$ cat config.mk
export PLATFORM = sky130hd
export DESIGN_NAME = bhts_ram
export DESIGN_NICKNAME = d
export VERILOG_FILES = /design/src/rtl/bhts_ram.sv
export SDC_FILE = /design/constraint.sdc
export NUM_CORES = 1
export LEC_CHECK = 0
export BUFFER_PORTS_ARGS = -buffer_cell sky130_fd_sc_hd__buf_4
export CAP_MARGIN = 20
export CORE_MARGIN = 2
export CORE_UTILIZATION = 44
export DETAILED_ROUTE_END_ITERATION = 12
export PLACE_DENSITY_LB_ADDON = 0.1
export SETUP_SLACK_MARGIN = 0.15
export SLEW_MARGIN = 20
export SYNTH_ARGS = -nofsm -noshare
export SYNTH_HDL_FRONTEND = slang
export SYNTH_SLANG_ARGS = --single-unit
export TNS_END_PERCENT = 10
$ cat constraint.sdc
create_clock -name clk_i -period 1.85 [get_ports clk_i]
set_input_delay 0.2775 -clock clk_i [delete_from_list [all_inputs] [get_ports clk_i]]
set_output_delay 0.2775 -clock clk_i [all_outputs]
set_load 0.01 [all_outputs]
$ cat src/rtl/bhts_ram.sv
// Simple dual-port synchronous memory with a registered read port.
// Depends on nothing; instanced four times by the scheduler.
`default_nettype none

module bhts_ram #(
  parameter int W = 8,
  parameter int D = 64
) (
  input  wire logic                 clk_i,
  input  wire logic                 we_i,
  input  wire logic [$clog2(D)-1:0] waddr_i,
  input  wire logic [W-1:0]         wdata_i,
  input  wire logic [$clog2(D)-1:0] raddr_i,
  output logic      [W-1:0]         rdata_o
);

  logic [W-1:0] mem [D];

  always_ff @(posedge clk_i) begin
    if (we_i) begin
      mem[waddr_i] <= wdata_i;
    end
  end

  always_ff @(posedge clk_i) begin
    rdata_o <= mem[raddr_i];
  end

endmodule

`default_nettype wire

---- Word-level counts from Yosys, hierarchy flattened ----
Memory sizes are Yosys's and may differ from the RTL's. A register that Yosys moved wholly into a read port is not among the register bits.
Cells that the tools add are included.
word-level totals
  register bits ........................... 0
  RAM bits ................................ 512
  bits of input ports ..................... 22
  output and inout port bits .............. 8
  logic and storage cells ................. 3
  memories ................................ 1
memories
  memory  words  width  rd ports  clocked after memory_dff  wr ports  line  RTL
  mem     64     8      1         1                         1         17    logic [W-1:0] mem [D];
cells by class
  mux-type cells .......................... 2
operators by type and width
  kind              count
  2-to-1 mux 1 bit  2

---- Logic depth before layout (Yosys ltp) ----
Gate-level depths: netlist of the first run.
  depth after elaboration ................. 2
  gate-level depth with buffers ........... 9
  depth with buffers taken out ............ 5

---- Worst setup path before layout of the first run ----
Ideal clock, no wire load.
  kind .................................... input -> register
  start point ............................. input raddr_i[1]
  end point ............................... register rdata_o[3], read port of mem
  library setup time ...................... 0.128 ns
  data arrival time ....................... 1.817 ns
  data required time ...................... 1.722 ns
  slack ................................... -0.095 ns
  stages .................................. 7
  buffers on the path ..................... 3
  path through ............................ buf_4 -> buf_2 -> buf_2 -> mux4_2 -> mux4_2 -> o21ai_1 -> o41ai_1
RTL lines
  item         line  RTL
  from (decl)  13    input wire logic [$clog2(D)-1:0] raddr_i,
  to (decl)    14    output logic [W-1:0] rdata_o

==> results of run 1 <==
## final timing paths
kind | startpoint | endpoint | slack (ns) | cells after the start
worst min-delay path | wdata_i[0] | mem[6][0] | 0.07 | 1
worst max-delay path | mem[29][6] | rdata_o[6] | 0.01 | 5
worst min register to register | mem[18][1] | rdata_o[1] | 0.84 | 4
worst max register to register | mem[29][6] | rdata_o[6] | 0.01 | 5
## Yosys cell counts
library cell	number	share of area (%)
o21ai_1	2	0.050
a31oi_1	1	0.031
nand3b_1	3	0.11
buf_2	11	0.27
mux4_2	126	14
nand4b_1	1	0.043
nor2b_1	14	0.43
nand4_1	2	0.062
nor4_1	2	0.062
o21a_1	2	0.074
o21ai_0	2	0.050
buf_6	4	0.22
o41ai_1	2	0.087
clkbuf_1	17	0.32
buf_1	4	0.074
mux2i_1	23	1.1
nand3_1	13	0.32
dfxtp_1	8	0.79
a22oi_1	3	0.11
a2111oi_0	2	0.087
o311ai_1	1	0.043
or3_1	1	0.031
o32ai_1	2	0.087
nor2_1	83	1.5
nor3_1	7	0.17
o2bb2ai_1	3	0.13
nand2_1	19	0.35
a211oi_1	4	0.15
o22ai_1	8	0.25
buf_4	13	0.48
edfxtp_1	512	76
o2111ai_1	3	0.13
a221oi_1	6	0.26
and2_1	1	0.031
a21oi_1	3	0.074
buf_12	2	0.20
mux2_2	13	0.73
o221ai_1	8	0.35
o221a_2	2	0.11
nand2b_1	7	0.22
## per-stage QoR
step	util, %	instance area [µm²]	setup WS [ns]	power, mW
floorplan	-	20200	0.0240	14.0
global placement	49.6	22500	-0.600	14.8
detailed placement	49.6	22500	-0.627	14.8
CTS	53.5	24200	0.000977	25.0
global route	53.6	24300	-0.0355	25.6
finish	53.6	24300	0.0104	24.8
## cell type report
type	count	area share (%)
clock buffers	79	6.39
clock inverters	22	0.500
multi-input cells	369	18.3
flip-flops and latches	520	64.1
well taps	600	3.10
repair buffers	212	7.64
## logic make-up (layout without fill, tap and decap cells)
group / after synthesis / count (layout)
DFF: 520 / 520
and+or+nand+nor: 153 / 153
AOI/OAI and AO/OA: 54 / 54
buffers and inverters: 51 / 313
muxes: 162 / 162
## where the power goes
| group | total, mW | switching (mW) | internal (mW) |
|---|---|---|---|
| clock | 10.3 | 4.35 | 5.91 |
| combinational | 1.49 | 0.834 | 0.660 |
| sequential | 13.1 | 0.0393 | 13.0 |
| total | 24.8 | 5.22 | 19.6 |
## registers in the layout (all words and copies together), names as in the netlist
name     cells
mem        512
rdata_o      8
## cells in the final DEF, fill, tap and decap left out, types with 4 or more instances in the layout
| cell | n |
|---|---|
| a211oi_1 | 4 |
| buf_12 | 20 |
| buf_4 | 190 |
| clkbuf_1 | 18 |
| clkbuf_16 | 57 |
| clkbuf_8 | 5 |
| clkinv_1 | 11 |
| clkinv_2 | 10 |
| dfxtp_1 | 8 |
| edfxtp_1 | 512 |
| mux2_2 | 12 |
| mux2i_1 | 23 |
| mux4_2 | 126 |
| nand2_1 | 18 |
| nand2b_1 | 7 |
| nand3_1 | 13 |
| nor2_1 | 80 |
| nor2b_1 | 14 |
| o221ai_1 | 8 |
| o22ai_1 | 8 |
## critical path, delay by kind of cell, from the launching register on
family / cells / cell delay, ns
simple gates: 1 / 0.22
flops: 1 / 0.38
mux: 2 / 0.74
compound gates: 2 / 0.37
## per-layer routing
metal | GRT usage, % | share of wire (%) | vias up
met1 | 32.4 | 47 | 5318
met5 | 0 | 0 | -
met2 | 31.7 | 46 | 253
li1 | - | - | 4364
met4 | 5.06 | 2.2 | 0
met3 | 3.51 | 5.0 | 78
## timing repair
action                     in CTS  in global routing
hold buffers                    0                  0
setup endpoints to repair       8                  8
pin swaps                       5                  1
resized for setup              14                 10
==> impl_metrics.toml, run 1 <==
[cells_and_area]
antenna_cells = 0
fill_cells = 3566
layout.nets = 1179
multiInputGateArea_um2 = 4440
area_delta_synth_final_pct = 20.3
seq_area_um2 = 15500
drive_gt1_share_pct = 36.8
final_cells = 1802

[setup_path]
crit_chain = "mux4_2 -> mux2_4 -> o221a_4 -> nor3_4 -> o32ai_2"
cp_data_required_time_ns = 2.33
arrival_ns = 2.32
crit_fanout = 1
crit_slowest_cell = "mux4_2"
cpPeakStageDelay_ns = 0.47
cp-start-kind = "flip-flop"
cp-end-kind = "flip-flop"
crit_type = "reg2reg"

[timing]
finClkSkew_ns = 0.0107
fin_crit_sh_pct = 99.4
fmax_mhz = 544
max_slew_margin_pct = 49.5
finalCriticalPeriod_ns = 1.84
slew_violations = 0
setup_tns_ns = 0
rsz0062_at_grt = "yes"
setup_viol = 0
hold_viol = 0
worst_slew_pin_slew_ns = 0.758
hold_ws_ns = 0.0722

[synthesis]
ys_seq_area_share_pct = 77.0
synth_top_family_by_area = "multiplexers"
synthSimpleGateAreaFrac_pct = 3.39
synth_compound_area_share_pct = 2.07
ys_seq_elements = 520
synth_nets = 962
ys_types = 40
syn_inst = 940
syn_area_um2 = 20200
synth_mux_area_share_pct = 15.9
synth_xor_area_share_pct = 0
avgSynthCellArea_um2 = 21.5
synthAdderAreaFrac_pct = 0
yosysWarningCount = 0

[clock_tree]
cts_max_path_buffers = 3
cts_root_buf = "clkbuf_16"
cts-htree-levels = 2
cts.clk_slew.worst_paths_ns = 0.06
cts_setup_buffers = 0
cts_tree = "yes"
cts.sinks = 520
cts_buffers = 54
clk_latency_ns = 0.59

[status]
status = "complete, no violations"

[route]
vias_per_cell = 5.56
final_antenna_net_count = 0
drt_iter0_markers = 939
dr.pass1.iters = 5
avgRoutedWirePerCell_um = 26.8
num_vias = 10000
route.detailed.drc = 0
wl_mm = 48.4

[hold_path]
hold_class = "in2reg"

[power_and_ir_drop]
power.leakage_nw = 7.97
vdd_drop_max_mv = 0.682
p_per_area_nw_per_um2 = 1020

[global_routing]
grt_pass1_wl_mm = 71.5
overflow = 0
grt_usage_pct = 21.1
grt_max_degree = 65
antenna_found_initial = 1
grt_pass1_vias = 10300

[floorplanning]
coreArea_um2 = 45300
ios = 30
die_h_um = 218
fp.dieW_um = 218
start_util_pct = 44.5
die_area_um2 = 47600
num_rows = 78

[placement]
numPortBuffers = 29
hpwl_mm = 32.1
place.gp.congestion = 0.784
placedCellCount = 1701

[job]
cap_violations = 0
No activity file was read; power rests on OpenSTA's default activity.
==> run 2: changes to the inputs <==
PLACE_DENSITY = 0.65   (was unset)
PLACE_DENSITY_LB_ADDON = unset   (was 0.1)
==> run 2 against run 1 <==
Against the previous run:
- the run now ends with negative setup slack left
- cell count down 1.8%
- clock power is essentially flat
- first-iteration DRC count up 20%
- combinational power fell by 5%
- die area did not move
- cell area is 1.0% lower
- critical path type unchanged
==> impl_metrics.toml, run 2 (same netlist as run 1, synthesis figures left out) <==
[clock_tree]
cts_tree = "yes"
cts_buffers = 51
cts.clk_slew.worst_paths_ns = 0.07
cts-htree-levels = 2
hold_buffers = 0
cts_setup_buffers = 0
cts_root_buf = "clkbuf_16"
cts_max_path_buffers = 3
clk_latency_ns = 0.60
cts.sinks = 520

[global_routing]
grt_usage_pct = 19.5
antenna_found_initial = 1
grt_max_degree = 65
overflow = 0
grt_pass1_vias = 10200
grt_pass1_wl_mm = 66.8

[setup_path]
cp_data_required_time_ns = 2.32
crit_fanout = 1
cp-end-kind = "flip-flop"
cp-start-kind = "flip-flop"
reg2reg_slack_ns = -0.07
worstSetupEndpoint = "rdata_o[4]"
crit_start = "mem[16][4]"
crit_type = "reg2reg"
worst_r2r_startpoint = "mem[16][4]"
reg2reg_to = "rdata_o[4]"
arrival_ns = 2.39
r2r_cells = 5

[placement]
post-place-ws_ns = -0.706
numPortBuffers = 29
hpwl_mm = 29.8
place.gp.congestion = 0.838

[route]
avgRoutedWirePerCell_um = 25.5
num_vias = 10000
drt_iter0_markers = 1124
final_antenna_net_count = 0
vias_per_cell = 5.67
dr.pass1.iters = 5
wl_mm = 45.1
route.detailed.drc = 0

[status]
violations = "negative setup slack"
status = "finished with violations"

[timing]
fmax_mhz = 521
max_slew_margin_pct = 46.6
setup_tns_ns = -0.0687
fin_crit_sh_pct = 104
hold_ws_ns = 0.0907
finalCriticalPeriod_ns = 1.92
hold_viol = 0
rsz0062_at_grt = "yes"
slew_violations = 0
worst_slack_ns = -0.0687
worst_slew_pin_slew_ns = 0.793
finClkSkew_ns = 0.0239
setup_viol = 1

[cells_and_area]
largest_reg_flops = 512
largestRegisters = "mem: 512 flops, rdata_o: 8 flops"
utilization_pct = 53.0
area_delta_synth_final_pct = 19.0
drive_gt1_share_pct = 35.4
mostFrequentLayoutCells = "edfxtp_1, buf_4, mux4_2, nor2_1, clkbuf_16"
final_common_cell = "edfxtp_1"
fill_cells = 3492
max_flop_register = "mem"
layout.nets = 1148

[hold_path]
hold_class = "in2reg"

[power_and_ir_drop]
vdd_drop_max_mv = 0.844
power_frac_clock_pct = 41.8
pwr-share-comb_pct = 5.7
p_per_area_nw_per_um2 = 1040
power_mw = 24.9
seqPwrFrac_pct = 52.5
power.leakage_nw = 7.81
p_sw_mw = 5.08
power.internal_mw = 19.8
swShare_pct = 20.4

[floorplanning]
coreArea_um2 = 45300
ios = 30
fp.dieW_um = 218
start_util_pct = 44.5
die_area_um2 = 47600
die_h_um = 218
num_rows = 78

[job]
cap_violations = 0
run 2: cell types whose count changed in the layout (fill, tap and decap cells not counted), sizes merged, moves of 3 or more:
| cell | change |
|---|---|
| bufinv | +6 |
| buf | -28 |
| clkbuf | -16 |
| clkinvlp | +3 |
run 2: worst max-delay path, stage by stage (launching register included):
cell,delay (ns)
edfxtp_1,0.37
mux4_2,0.47
mux2_4,0.30
o221a_4,0.27
nor3_4,0.29
o32ai_2,0.12
run 2: cell type report:
type | count | area (µm²) | area share, %
tap | 600 | 751 | 3.13
multi-input combinational | 369 | 4450 | 18.6
antenna | 1 | 2.50 | 0.0104
clock inverter | 33 | 345 | 1.44
clock buffer | 63 | 1350 | 5.64
timing repair buffer | 184 | 1560 | 6.51
sequential | 520 | 15500 | 64.7
run 2: what timing repair did:
action / CTS / global route
resized for setup: 21 / 4
endpoints found under the hold margin: 0 / 0
setup endpoints to repair: 8 / 8
pin swaps: 17 / 10
run 2: power by group through the flow:
stage / registers (mW) / logic [mW] / clock network (mW)
2_1_floorplan: 13.3 / 0.713 / 0
3_3_place_gp: 13.3 / 1.36 / 0
3_5_place_dp: 13.3 / 1.38 / 0
4_1_cts: 13.1 / 1.43 / 10.6
5_1_grt: 13.1 / 1.50 / 11.1
6_report: 13.1 / 1.41 / 10.4
run 2: worst min path at each step:
| stage | from | endpoint | slack (ns) | cells past startpoint |
|---|---|---|---|---|
| 2_1_floorplan | wdata_i[0] | mem[0][0] | 0.38 | 0 |
| 3_3_place_gp | raddr_i[5] | rdata_o[6] | 0.68 | 3 |
| 3_5_place_dp | raddr_i[5] | rdata_o[5] | 0.68 | 2 |
| 4_1_cts | raddr_i[5] | rdata_o[5] | 0.06 | 2 |
| 5_1_grt | raddr_i[5] | rdata_o[5] | 0.07 | 2 |
| 6_report | raddr_i[5] | rdata_o[5] | 0.09 | 2 |
run 2: metal layers:
layer  global-route usage [%]  share of wire, %  up-vias
li1                         -                 -     4312
met1                     27.1                41     5246
met2                     30.6                48      403
met3                     4.47               7.9       77
met4                     6.51               3.0        0
met5                        0                 0        -
run 2: per-stage QoR:
| step | cells | instance area [µm²] |
|---|---|---|
| floorplan | 940 | 20200 |
| global placement | 1673 | 22200 |
| detailed placement | 1673 | 22200 |
| CTS | 1769 | 24000 |
| global route | 1769 | 24000 |
| finish | 1770 | 24000 |
